==> config.mk <==
export PLATFORM = sky130hd
export DESIGN_NAME = midi_message_sysex_parser
export DESIGN_NICKNAME = d
export VERILOG_FILES = /design/src/rtl/msp_pkg.sv /design/src/rtl/msp_front.sv /design/src/rtl/msp_cmd_fifo.sv /design/src/rtl/msp_back.sv /design/src/rtl/midi_message_sysex_parser.sv
export SDC_FILE = /design/constraint.sdc
export NUM_CORES = 1
export LEC_CHECK = 0
export ABC_AREA = 1
export ABC_CLOCK_PERIOD_IN_PS = 11200
export CAP_MARGIN = 20
export CORE_UTILIZATION = 35
export CTS_CLUSTER_SIZE = 20
export DETAILED_ROUTE_END_ITERATION = 8
export DONT_BUFFER_PORTS = 1
export SLEW_MARGIN = 25
export SYNTH_ARGS = -nofsm -noshare
export SYNTH_HDL_FRONTEND = slang
export SYNTH_SLANG_ARGS = --single-unit
==> constraint.sdc <==
create_clock -name clock -period 11.2 [get_ports clock]
set_input_delay 2.24 -clock clock [delete_from_list [all_inputs] [get_ports clock]]
set_output_delay 2.24 -clock clock [all_outputs]
set_load 0.005 [all_outputs]
==> src/rtl/msp_pkg.sv <==
package msp_pkg;

   localparam int SYSEX_DEPTH_MAX = 64;
   localparam int SYSEX_DEPTH_DEF = 64;
   localparam int CNT_W = $clog2(SYSEX_DEPTH_MAX + 1);
   localparam int TIME_W = 40;
   localparam int CMD_FIFO_DEPTH = 4;

   localparam logic [7:0] SYSEX_OPEN = 8'hF0;
   localparam logic [7:0] SYSEX_CLOSE = 8'hF7;
   localparam logic [7:0] STATUS_LOW = 8'h80;
   localparam logic [7:0] STATUS_HIGH = 8'hF6;
   localparam logic [4:0] REALTIME_TOP = 5'b11111;

   localparam logic [1:0] KIND_MSG = 2'd0;
   localparam logic [1:0] KIND_SYSEX = 2'd1;
   localparam logic [1:0] KIND_EMPTY = 2'd2;

   typedef enum logic [1:0] {
      MODE_IGNORE,
      MODE_SHORT,
      MODE_SYSEX
   } mode_type;

   typedef enum logic [1:0] {
      OP_EMIT,
      OP_STORE,
      OP_DRAIN
   } cmd_op_type;

   typedef enum logic [1:0] {
      BK_IDLE,
      BK_READ,
      BK_EMIT
   } back_state_type;

   // For OP_STORE the count field carries the buffer address and first_data the byte.
   typedef struct packed {
      cmd_op_type         op;
      logic [1:0]         kind;
      logic [7:0]         status;
      logic [7:0]         first_data;
      logic [7:0]         second_data;
      logic               truncated;
      logic [CNT_W-1:0]   count;
      logic [TIME_W-1:0]  stamp;
   } cmd_type;

   typedef struct packed {
      logic full;
      logic empty;
   } fifo_stat_type;

endpackage

==> src/rtl/msp_front.sv <==
module msp_front
   import msp_pkg::*;
#(
   parameter int SYSEX_DEPTH = SYSEX_DEPTH_DEF
) (
   input  logic              clock,
   input  logic              reset,
   input  logic              accept,
   input  logic [7:0]        data_byte,
   input  logic              message_start,
   input  logic [TIME_W-1:0] arrival_time_ns,
   output logic              cmd_valid,
   output cmd_type           cmd
);

   localparam int CW = $clog2(SYSEX_DEPTH + 1);

   logic              in_excl_ff, in_excl_in;
   logic [CW-1:0]     count_ff, count_in;
   logic              ovf_ff, ovf_in;
   mode_type          mode_ff, mode_in;
   logic [1:0]        pos_ff, pos_in;
   logic [7:0]        held_status_ff, held_status_in;
   logic [7:0]        held_d1_ff, held_d1_in;
   logic [TIME_W-1:0] held_time_ff, held_time_in;
   logic              do_open;

   always_comb begin
      in_excl_in = in_excl_ff;
      count_in = count_ff;
      ovf_in = ovf_ff;
      mode_in = mode_ff;
      pos_in = pos_ff;
      held_status_in = held_status_ff;
      held_d1_in = held_d1_ff;
      held_time_in = held_time_ff;
      do_open = 1'b0;
      cmd_valid = 1'b0;
      cmd = '0;
      cmd.op = OP_EMIT;
      if (accept) begin
         if (message_start) begin
            held_time_in = arrival_time_ns;
            pos_in = 2'd0;
            if (data_byte[7:3] == REALTIME_TOP) begin
               mode_in = MODE_IGNORE;
               cmd_valid = 1'b1;
               cmd.kind = KIND_MSG;
               cmd.status = data_byte;
               cmd.stamp = arrival_time_ns;
            end else begin
               if (!in_excl_ff) begin
                  do_open = 1'b1;
               end else if (data_byte inside {[STATUS_LOW:STATUS_HIGH]}) begin
                  in_excl_in = 1'b0;
                  count_in = '0;
                  ovf_in = 1'b0;
                  do_open = 1'b1;
               end else begin
                  mode_in = MODE_SYSEX;
               end
               if (do_open) begin
                  if (data_byte == SYSEX_OPEN) begin
                     in_excl_in = 1'b1;
                     mode_in = MODE_SYSEX;
                  end else begin
                     held_status_in = data_byte;
                     mode_in = MODE_SHORT;
                     pos_in = 2'd1;
                  end
               end
            end
         end else begin
            case (mode_ff)
               MODE_SHORT: begin
                  if (pos_ff == 2'd1) begin
                     held_d1_in = data_byte;
                     pos_in = 2'd2;
                  end else begin
                     mode_in = MODE_IGNORE;
                     pos_in = 2'd0;
                     cmd_valid = 1'b1;
                     cmd.kind = KIND_MSG;
                     cmd.status = held_status_ff;
                     cmd.first_data = held_d1_ff;
                     cmd.second_data = data_byte;
                     cmd.stamp = held_time_ff;
                  end
               end
               MODE_SYSEX: begin
                  if (data_byte == SYSEX_CLOSE) begin
                     cmd_valid = 1'b1;
                     cmd.truncated = ovf_ff;
                     cmd.stamp = held_time_ff;
                     if (count_ff == '0) begin
                        cmd.op = OP_EMIT;
                        cmd.kind = KIND_EMPTY;
                     end else begin
                        cmd.op = OP_DRAIN;
                        cmd.count = CNT_W'(count_ff);
                     end
                     count_in = '0;
                     ovf_in = 1'b0;
                     in_excl_in = 1'b0;
                     mode_in = MODE_IGNORE;
                  end else if (count_ff < CW'(SYSEX_DEPTH)) begin
                     cmd_valid = 1'b1;
                     cmd.op = OP_STORE;
                     cmd.count = CNT_W'(count_ff);
                     cmd.first_data = data_byte;
                     count_in = count_ff + 1'b1;
                  end else begin
                     ovf_in = 1'b1;
                  end
               end
               default: begin
               end
            endcase
         end
      end
   end

   always_ff @(posedge clock) begin
      if (reset) begin
         in_excl_ff <= 1'b0;
         count_ff <= '0;
         ovf_ff <= 1'b0;
         mode_ff <= MODE_IGNORE;
         pos_ff <= 2'd0;
         held_status_ff <= '0;
         held_d1_ff <= '0;
         held_time_ff <= '0;
      end else begin
         in_excl_ff <= in_excl_in;
         count_ff <= count_in;
         ovf_ff <= ovf_in;
         mode_ff <= mode_in;
         pos_ff <= pos_in;
         held_status_ff <= held_status_in;
         held_d1_ff <= held_d1_in;
         held_time_ff <= held_time_in;
      end
   end

endmodule

==> src/rtl/msp_cmd_fifo.sv <==
module msp_cmd_fifo
   import msp_pkg::*;
(
   input  logic          clock,
   input  logic          reset,
   input  logic          push,
   input  cmd_type       push_cmd,
   input  logic          pop,
   output cmd_type       head_cmd,
   output fifo_stat_type stat
);

   localparam int PW = $clog2(CMD_FIFO_DEPTH);

   cmd_type         slot_ff [CMD_FIFO_DEPTH];
   logic [PW-1:0]   wr_ptr_ff, wr_ptr_in;
   logic [PW-1:0]   rd_ptr_ff, rd_ptr_in;
   logic [PW:0]     fill_ff, fill_in;
   logic            do_push, do_pop;

   assign stat.full = (fill_ff == (PW + 1)'(CMD_FIFO_DEPTH));
   assign stat.empty = (fill_ff == '0);
   assign do_push = push && !stat.full;
   assign do_pop = pop && !stat.empty;
   assign head_cmd = slot_ff[rd_ptr_ff];

   always_comb begin
      wr_ptr_in = do_push ? wr_ptr_ff + 1'b1 : wr_ptr_ff;
      rd_ptr_in = do_pop ? rd_ptr_ff + 1'b1 : rd_ptr_ff;
      fill_in = fill_ff;
      if (do_push && !do_pop) begin
         fill_in = fill_ff + 1'b1;
      end else if (do_pop && !do_push) begin
         fill_in = fill_ff - 1'b1;
      end
   end

   always_ff @(posedge clock) begin
      if (reset) begin
         wr_ptr_ff <= '0;
         rd_ptr_ff <= '0;
         fill_ff <= '0;
      end else begin
         wr_ptr_ff <= wr_ptr_in;
         rd_ptr_ff <= rd_ptr_in;
         fill_ff <= fill_in;
      end
   end

   always_ff @(posedge clock) begin
      if (do_push) begin
         slot_ff[wr_ptr_ff] <= push_cmd;
      end
   end

endmodule

==> src/rtl/msp_back.sv <==
module msp_back
   import msp_pkg::*;
#(
   parameter int SYSEX_DEPTH = SYSEX_DEPTH_DEF
) (
   input  logic              clock,
   input  logic              reset,
   input  cmd_type           head_cmd,
   input  fifo_stat_type     stat,
   output logic              pop,
   output logic              rsp_valid,
   input  logic              rsp_ready,
   output logic [1:0]        rsp_kind,
   output logic [7:0]        rsp_status,
   output logic [7:0]        rsp_first,
   output logic [7:0]        rsp_second,
   output logic              rsp_end,
   output logic              rsp_trunc,
   output logic [TIME_W-1:0] rsp_stamp
);

   localparam int CW = $clog2(SYSEX_DEPTH + 1);
   localparam int AW = (SYSEX_DEPTH > 1) ? $clog2(SYSEX_DEPTH) : 1;

   back_state_type    state_ff, state_in;
   logic [7:0]        mem [SYSEX_DEPTH];
   logic [7:0]        rd_data_ff;
   logic [CW-1:0]     idx_ff, idx_in;
   logic [CW-1:0]     cnt_ff;
   logic              trunc_ff;
   logic [TIME_W-1:0] stamp_ff;
   logic              valid_ff;
   logic [1:0]        kind_ff;
   logic [7:0]        status_ff, first_ff, second_ff;
   logic              end_ff, otrunc_ff;
   logic [TIME_W-1:0] ostamp_ff;
   logic              out_free, last_byte;
   logic              mem_we, load_single, load_byte, start_drain;

   assign out_free = !valid_ff || rsp_ready;
   assign last_byte = ((idx_ff + 1'b1) == cnt_ff);

   always_comb begin
      state_in = state_ff;
      case (state_ff)
         BK_IDLE: begin
            if (!stat.empty && head_cmd.op == OP_DRAIN) begin
               state_in = BK_READ;
            end
         end
         BK_READ: begin
            state_in = BK_EMIT;
         end
         BK_EMIT: begin
            if (out_free) begin
               state_in = last_byte ? BK_IDLE : BK_READ;
            end
         end
         default: begin
            state_in = BK_IDLE;
         end
      endcase
   end

   always_comb begin
      pop = 1'b0;
      mem_we = 1'b0;
      load_single = 1'b0;
      load_byte = 1'b0;
      start_drain = 1'b0;
      idx_in = idx_ff;
      case (state_ff)
         BK_IDLE: begin
            if (!stat.empty) begin
               case (head_cmd.op)
                  OP_STORE: begin
                     pop = 1'b1;
                     mem_we = 1'b1;
                  end
                  OP_DRAIN: begin
                     pop = 1'b1;
                     start_drain = 1'b1;
                     idx_in = '0;
                  end
                  OP_EMIT: begin
                     if (out_free) begin
                        pop = 1'b1;
                        load_single = 1'b1;
                     end
                  end
                  default: begin
                  end
               endcase
            end
         end
         BK_EMIT: begin
            if (out_free) begin
               load_byte = 1'b1;
               idx_in = idx_ff + 1'b1;
            end
         end
         default: begin
         end
      endcase
   end

   always_ff @(posedge clock) begin
      if (reset) begin
         state_ff <= BK_IDLE;
         valid_ff <= 1'b0;
      end else begin
         state_ff <= state_in;
         if (load_single || load_byte) begin
            valid_ff <= 1'b1;
         end else if (rsp_ready) begin
            valid_ff <= 1'b0;
         end
      end
   end

   always_ff @(posedge clock) begin
      idx_ff <= idx_in;
      if (start_drain) begin
         cnt_ff <= CW'(head_cmd.count);
         trunc_ff <= head_cmd.truncated;
         stamp_ff <= head_cmd.stamp;
      end
      if (load_single) begin
         kind_ff <= head_cmd.kind;
         status_ff <= head_cmd.status;
         first_ff <= head_cmd.first_data;
         second_ff <= head_cmd.second_data;
         end_ff <= 1'b1;
         otrunc_ff <= head_cmd.truncated;
         ostamp_ff <= head_cmd.stamp;
      end else if (load_byte) begin
         kind_ff <= KIND_SYSEX;
         status_ff <= '0;
         first_ff <= rd_data_ff;
         second_ff <= '0;
         end_ff <= last_byte;
         otrunc_ff <= trunc_ff;
         ostamp_ff <= stamp_ff;
      end
   end

   always_ff @(posedge clock) begin
      if (mem_we) begin
         mem[head_cmd.count[AW-1:0]] <= head_cmd.first_data;
      end
      rd_data_ff <= mem[idx_ff[AW-1:0]];
   end

   assign rsp_valid = valid_ff;
   assign rsp_kind = kind_ff;
   assign rsp_status = status_ff;
   assign rsp_first = first_ff;
   assign rsp_second = second_ff;
   assign rsp_end = end_ff;
   assign rsp_trunc = otrunc_ff;
   assign rsp_stamp = ostamp_ff;

endmodule

==> src/rtl/midi_message_sysex_parser.sv <==
// Channel  Direction  Contents
// req_     in         tdata: data_byte, arrival_time_ns; tuser: message_start
// rsp_     out        tdata: status, data 1, data 2, stamp; tuser: kind, truncated;
//                     tlast: run end
//
// The parser takes one beat per cycle while its four-entry command queue has room.
// Short, real-time and empty SysEx results are registered out once their command reaches the
// queue head and the output is free; each byte of a SysEx run goes through a read and an emit
// state via the buffer memory's registered read port, and input keeps flowing until the queue fills.
// Reset is synchronous and clears the parser state, the queue and the output valid.
// Either side may stall; the output register holds a result until it is taken.
module midi_message_sysex_parser
   import msp_pkg::*;
#(
   parameter int SYSEX_DEPTH = SYSEX_DEPTH_DEF
) (
   input  logic        clock,
   input  logic        reset,
   input  logic        req_tvalid,
   output logic        req_tready,
   input  logic [47:0] req_tdata,   // data_byte [7:0], arrival_time_ns [47:8]
   input  logic        req_tuser,   // message_start [0]
   output logic        rsp_tvalid,
   input  logic        rsp_tready,
   output logic [63:0] rsp_tdata,   // status [7:0], first [15:8], second [23:16], stamp [63:24]
   output logic [2:0]  rsp_tuser,   // kind [1:0], truncated [2]
   output logic        rsp_tlast
);

   logic              accept;
   logic              cmd_valid;
   cmd_type           cmd;
   cmd_type           head_cmd;
   fifo_stat_type     stat;
   logic              pop;
   logic [1:0]        o_kind;
   logic [7:0]        o_status, o_first, o_second;
   logic              o_end, o_trunc;
   logic [TIME_W-1:0] o_stamp;

   assign req_tready = !stat.full;
   assign accept = req_tvalid && req_tready;

   msp_front #(.SYSEX_DEPTH(SYSEX_DEPTH)) u_front (
      .clock           (clock),
      .reset           (reset),
      .accept          (accept),
      .data_byte       (req_tdata[7:0]),
      .message_start   (req_tuser),
      .arrival_time_ns (req_tdata[47:8]),
      .cmd_valid       (cmd_valid),
      .cmd             (cmd)
   );

   msp_cmd_fifo u_fifo (
      .clock    (clock),
      .reset    (reset),
      .push     (cmd_valid),
      .push_cmd (cmd),
      .pop      (pop),
      .head_cmd (head_cmd),
      .stat     (stat)
   );

   msp_back #(.SYSEX_DEPTH(SYSEX_DEPTH)) u_back (
      .clock      (clock),
      .reset      (reset),
      .head_cmd   (head_cmd),
      .stat       (stat),
      .pop        (pop),
      .rsp_valid  (rsp_tvalid),
      .rsp_ready  (rsp_tready),
      .rsp_kind   (o_kind),
      .rsp_status (o_status),
      .rsp_first  (o_first),
      .rsp_second (o_second),
      .rsp_end    (o_end),
      .rsp_trunc  (o_trunc),
      .rsp_stamp  (o_stamp)
   );

   assign rsp_tdata = {o_stamp, o_second, o_first, o_status};
   assign rsp_tuser = {o_trunc, o_kind};
   assign rsp_tlast = o_end;

   a_no_push_when_full: assert property (@(posedge clock) disable iff (reset)
      cmd_valid |-> !stat.full)
      else $error("Command produced while the queue was full.");

   a_no_pop_when_empty: assert property (@(posedge clock) disable iff (reset)
      pop |-> !stat.empty)
      else $error("Command taken from an empty queue.");

   a_kind_legal: assert property (@(posedge clock) disable iff (reset)
      rsp_tvalid |-> (o_kind == KIND_MSG || o_kind == KIND_SYSEX || o_kind == KIND_EMPTY))
      else $error("Result beat carries an unknown kind.");

   a_sysex_fields: assert property (@(posedge clock) disable iff (reset)
      (rsp_tvalid && o_kind != KIND_MSG) |-> (o_status == 8'd0 && o_second == 8'd0))
      else $error("SysEx result beat carries status or second data.");

endmodule
* Yosys cells after proc, flatten, opt, wreduce, memory -nomap -nowiden
Memory sizes are Yosys's and may differ from the RTL's. A register that Yosys moved wholly into a read port is not among the register bits.
Index checks and enable logic that the tools add are counted.
** Storage, ports and cells
- RAM bits :: 816
- Memory bits (read-only) :: 0
- Bits of input ports :: 53
- Register bits after elaboration :: 202
- Memories kept :: 2
- Word-level logic and storage cells :: 220
- Bits in latches :: 0
- Output and inout port bits :: 70
** Memory list
- u_back.mem :: depth 64, width 8, read ports 1, clocked after Yosys merged registers in 1, write ports 1, line msp_back.sv:26 : logic [7:0] mem [SYSEX_DEPTH];
- u_fifo.slot_ff :: depth 4, width 76, read ports 1, clocked after Yosys merged registers in 1, write ports 1, line msp_cmd_fifo.sv:15 : cmd_type slot_ff [CMD_FIFO_DEPTH];
** Cells by class
- Eq/ne operators :: 24
- Reduce and logical (&&, ||, !) cells :: 38
- Bitwise gates (word level) :: 3
- Add/subtract/negate cells :: 6
- Order comparisons :: 3
- Multiply operators :: 0
- Divide/modulo/power cells :: 0
- Mux-type cells :: 120
- Shifts and indexed selects :: 0
** Operator list (count)
- $mux W40 :: 6
- $mux W7 :: 13
- $mux W8 :: 11
- $pmux W40 S2 :: 1
- $mux W76 :: 1
- $mux W1 :: 51
- $mux W2 :: 25
- $mux W24 :: 2
- $reduce_and A6 Y1 :: 3
- $eq A8 B8 Y1 const B :: 2
- $pmux W8 S2 :: 1
- $add A7 B1 Y7 const B :: 2
- $pmux W7 S2 :: 1
- $reduce_bool A2 Y1 :: 7
- $reduce_and A4 Y1 :: 3
- $mux W10 :: 1
- $ne A2 B1 Y1 const B :: 5
- $eq A2 B1 Y1 const B :: 4
- $ge A8 B8 Y1 const B :: 1
- $le A8 B8 Y1 const B :: 1
- $pmux W2 S2 :: 2
- $eq A7 B7 Y1 :: 1
- $logic_and A1 B1 Y1 :: 7
- $logic_not A7 Y1 :: 1
- other kinds (24) :: 42

* Depth between registers and ports, before layout
- Word-level depth :: 11
- Mapped depth :: 19
- Mapped depth without buffers :: 18

* By module
From an unflattened synthesis, not the netlist that was laid out.
** Unflattened totals
- Cell total of the unflattened synthesis :: 3852
- Area total of the unflattened synthesis :: 42931.2 um2
** Modules (own cells, without submodules)
- msp_back :: seq. area each 19278.5 um2, instances 1, area each 27059.7 um2, cells an instance 2419
- msp_cmd_fifo :: seq. area each 9308.9 um2, instances 1, area each 11883.9 um2, cells an instance 805
- msp_front :: seq. area each 1381.3 um2, instances 1, area each 3966.3 um2, cells an instance 624
- midi_message_sysex_parser :: seq. area each 0.0 um2, instances 1, area each 21.3 um2, cells an instance 4

* Worst setup path before layout
OpenSTA, ideal clock, no wires.
- Path kind :: input to register
- Start point :: input rsp_tready
- End point :: register u_back.first_ff[0] (netlist: u_back.rsp_first[0]) (enable)
- Path buffers :: 0
- Stages on the path :: 2
- Slack :: 3.501 ns
- Required time :: 10.611 ns
- Arrival time :: 7.110 ns
- Cells stage by stage :: nor2_1 -> o21ai_0
** On the way
- Word-level cells in the longest chain between the ends :: 6
** Ends and longest elaborated chain
- from (decl) :: line midi_message_sysex_parser.sv:24 : input logic rsp_tready,
- $logic_or A1 B1 Y1 (*) :: line msp_back.sv:40 : assign out_free = !valid_ff || rsp_ready;
- $mux W1 (*) :: line msp_back.sv:86, msp_back.sv:97
- $mux W1 :: line msp_back.sv:75 : case (head_cmd.op)
- $mux W1 :: line msp_back.sv:74 : if (!stat.empty) begin
- $mux W1 :: line msp_back.sv:72 : case (state_ff)
- $reduce_bool A2 Y1 (no line) (*)
- to (signal assigned) :: line msp_back.sv:131 : first_ff <= head_cmd.first_data;
- to (signal assigned) :: line msp_back.sv:139 : first_ff <= rd_data_ff;
- to (decl) :: line msp_back.sv:34 : logic [7:0] status_ff, first_ff, second_ff;
Mark *: on every way between the ends. The rest lies on a longest branch, timed or not.
A chain may end at the register's enable or synchronous reset.

* Worst setup path in the final report
- Start point :: input req_tdata[6]
- End point :: memory u_fifo.slot_ff[0][3] (netlist name) (enable)
** On the way
- Word-level cells in the longest chain between the ends :: 8
** Ends and longest elaborated chain
- from (decl) :: line midi_message_sysex_parser.sv:21 : input logic [47:0] req_tdata,
- $eq A8 B8 Y1 :: line msp_front.sv:91 : if (data_byte == SYSEX_CLOSE) begin
- $mux W1 :: line msp_front.sv:91
- $pmux W1 S2 :: line msp_front.sv:74 : case (mode_ff)
- $mux W1 (*) :: line msp_front.sv:42 : if (message_start) begin
- $mux W1 (*) :: line msp_front.sv:41 : if (accept) begin
- $logic_and A1 B1 Y1 (*) :: line msp_cmd_fifo.sv:23 : assign do_push = push && !stat.full;
- $mux W1 (*) :: line msp_cmd_fifo.sv:51 : if (do_push) begin
- $mux W1 (implied by the code) (*) :: line msp_cmd_fifo.sv:52 : slot_ff[wr_ptr_ff] <= push_cmd;
- to (decl) :: line msp_cmd_fifo.sv:15
Marks and branches as above.

==> run_results.csv <==
group,metric,value,unit
outcome,status,"finished clean",
clocking,cts_max_path_buffers,3,
worst_setup_path,crit_arrival,4970,ps
final_layout,final_nets,3575,
die,die_y,346,um
yosys,ys_types,35,
route,via_per_inst,5.16,
yosys,synth-seq-cells,1024,
global_routing,track_usage,16.8,%
final_layout,final-seq-area,29900,um^2
pwr,p_sw_share,34.9,%
yosys,synth_largest_area_cell,"edfxtp_1",
timing,hold_slack,455,ps
global_routing,grt_max_degree,213,
min_path,holdPathStages,2,
yosys,ys_seq_area_share,72.0,%
yosys,synthCells,3578,
global_routing,globalRouteOverflowTotal,0,
route,ant_nets,0,
pwr,power_frac_clock,29.6,%
clocking,clkLatencyLatePin,680,ps
yosys,ys_warn_count,0,
timing,worstMarginPinSlew,1050,ps
yosys,syn_nets,3646,
final_layout,fillCellCount,10996,
clocking,tritoncts,"done",
final_layout,final_util,39.6,%
worst_setup_path,crit_path_end_kind,"flip-flop",
timing,period_share,42.0,%
clocking,path_clk_slew,60,ps
pwr,p_leak,15.8,nW
worst_setup_path,startpoint,"req_tdata[6]",
yosys,netlist.area_leader.share,67.7,%
global_routing,antenna_found_initial,0,
clocking,ctsHoldBuffers,0,
global_routing,grt_pass1_vias,25241,
placement,port_buffers,0,
timing,setup_viol,0,
route,routed-via-count,26407,
worst_setup_path,crit_required,11460,ps
yosys,synth-async-reset-ratio,0,%
route,finalWirelength,103,mm
final_layout,antenna_cells,0,
final_layout,final_cell_area,46300,um^2
timing,finClkSkew,54.6,ps
clocking,clock-sinks,1024,
min_path,hold_path.class,"reg2reg",
die,io_pins,123,
clocking,cts_setup_buffers,0,
flow_run,maxCapViolCount,0,
yosys,ys_top_cells_by_area,"edfxtp_1 68%, nor2_1 5.7%, nand2_1 4.5%",
die,dieArea,120000,um^2
timing,finalCriticalPeriod,4710,ps
pwr,p_seq_share,43.5,%
yosys,syn_area,41400,um^2
route,drc,0,
placement,place.gp.congestion,0.816,
timing,fin_setup_tns,0,ps
route,first_pass_iters,5,
clocking,cts-root-buf,"clkbuf_16",
timing,rsz0062_at_grt,"false",
yosys,ys.flop_type,"edfxtp_1",
placement,dp_hpwl,57.4,mm
worst_setup_path,path_max_fanout,53,
pwr,cellPowerDensity,247,nW/um^2
pwr,p_comb_share,27.0,%
die,start_util,35.5,%
route,drtIter0Drc,2414,
route,drt-wirelength-per-cell,20.1,um
final_layout,multi_input_area,10200,um^2
pwr,peakVddDrop,201,uV
worst_setup_path,start_kind,"primary input",
clocking,numCtsBuffers,106,
worst_setup_path,path_class,"in2reg",
final_layout,drive_gt1_share,6.59,%
placement,placed_cell_area,42900,um^2
clocking,cts_resized,0,
min_path,min_from,"u_front.held_status_ff[2]",
global_routing,grt_first_pass_wirelength,156,mm
timing,relSlewSlack,30.1,%
yosys,syn_avg_cell_area,11.6,um^2
final_layout,area_growth,11.7,%
die,coreArea,117000,um^2
pwr,internal-power,0.00745,W
yosys,synth-edff-count,934,
worst_setup_path,reg2reg_depth,8,
pwr,power.switching,0.00399,W
timing,clock.fmax,213,MHz
die,row_count,125,
timing,final_max_slew_viol_count,0,
clocking,htree_levels,3,
die,fp.dieW,346,um
timing,hold_violations,0,
## registers in the layout (all words and copies together), names as in the netlist, 2 cells and up, named ones only
| register | flops |
|---|---|
| u_back.rsp_kind | 2 |
| u_back.rsp_second | 8 |
| u_front.count_ff | 7 |
| u_fifo.slot_ff | 300 |
| u_fifo.rd_ptr_ff | 2 |
| u_back.state_ff | 2 |
| u_back.cnt_ff | 7 |
| u_front.held_status_ff | 8 |
| u_fifo.fill_ff | 3 |
| u_fifo.wr_ptr_ff | 2 |
| u_back.rd_data_ff | 8 |
| u_back.rsp_stamp | 40 |
| u_back.rsp_status | 8 |
| u_front.mode_ff | 2 |
| u_back.mem | 512 |
| u_front.held_time_ff | 40 |
| u_back.stamp_ff | 40 |
| u_front.held_d1_ff | 8 |
| u_back.idx_ff | 7 |
| u_front.pos_ff | 2 |
| u_back.rsp_first | 8 |
## worst max-delay path, cell delays in order
cell     delay, ps
nand2_1         60
nor2_4         190
nand2_1        180
a21oi_1        420
nand2_1        350
nor2_4         680
buf_4          770
## power groups by stage
stage	clock [W]	sequential (W)	combinational [W]
global placement	0	0.00506	0.00305
floorplan	0	0.00497	0.00209
CTS	0.00344	0.00498	0.00312
detailed placement	0	0.00505	0.00312
global route	0.00358	0.00500	0.00343
finish	0.00338	0.00497	0.00309
## worst paths after layout
kind / end / slack (ps)
hold / removal: u_front.held_status_ff[2] / 460
setup / recovery: u_fifo.slot_ff[0][3] / 6490
setup reg to reg: u_back.mem[20][1] / 6860
hold reg to reg: u_front.held_status_ff[2] / 460
## through the flow
step	std cells	worst slack (ps)	total power (W)
2_1_floorplan	3578	3500	0.00706
3_3_place_gp	4921	5860	0.00811
3_5_place_dp	4923	5860	0.00816
4_1_cts	5120	6540	0.0115
5_1_grt	5120	6310	0.0120
6_report	5120	6490	0.0114
## cell usage in the layout, fill, tap and decap left out, types with 5 or more instances in the layout
cell,count
dfxtp_1,88
inv_1,156
edfxtp_1,934
a21oi_1,137
ha_1,14
nand2_2,6
o211ai_1,72
nor2_4,8
o22ai_4,8
o22ai_1,59
nand4_1,7
clkbuf_8,8
inv_2,7
clkinv_2,18
clkbuf_1,31
a32oi_2,6
o21ai_0,337
nor2_1,617
clkinv_1,25
nand3_1,363
nor3_1,8
bufinv_16,5
buf_4,32
clkbuf_16,107
nand2_1,498
## synthesized netlist by cell type (3+ instances only)
library cell,count
edfxtp_1,934
nor2_1,624
nand2_1,500
nand3_1,363
o21ai_0,338
inv_1,161
a21oi_1,137
clkbuf_1,135
dfxtp_1,90
o211ai_1,72
o22ai_1,67
buf_2,52
buf_1,17
ha_1,14
buf_4,11
nor3_1,9
nand4_1,7
a32oi_2,6
inv_2,6
nand2_2,4
nand3_2,4
nand4_2,4
clkinv_1,3
o32ai_1,3
## cell type report
cell class / count / area share, %
sequential: 1024 / 64.5
multi-input combinational: 2167 / 22.0
clock buffer: 146 / 6.28
tap: 1524 / 4.12
inverter: 170 / 1.40
clock inverter: 51 / 0.906
timing repair buffer: 38 / 0.738
## logic make-up (layout without fill, tap and decap cells)
logic type      Yosys count  after routing  share of synthesized area, %
xor+xnor                  3              3                        0.0634
simple gates           1523           1523                          15.2
fa+ha+maj                15             15                         0.471
compound gates          626            626                          8.42
buf+inv                 387            405                          3.80
flops                  1024           1024                          72.0
## metal layers
layer,part of all wire [%],global-route usage [%],vias up
met2,47,27.1,839
met1,43,22.7,12889
met5,0,0,-
met4,2.7,5.17,0
li1,-,-,12501
met3,7.1,3.51,178
Power figures use the tool's default switching activity.
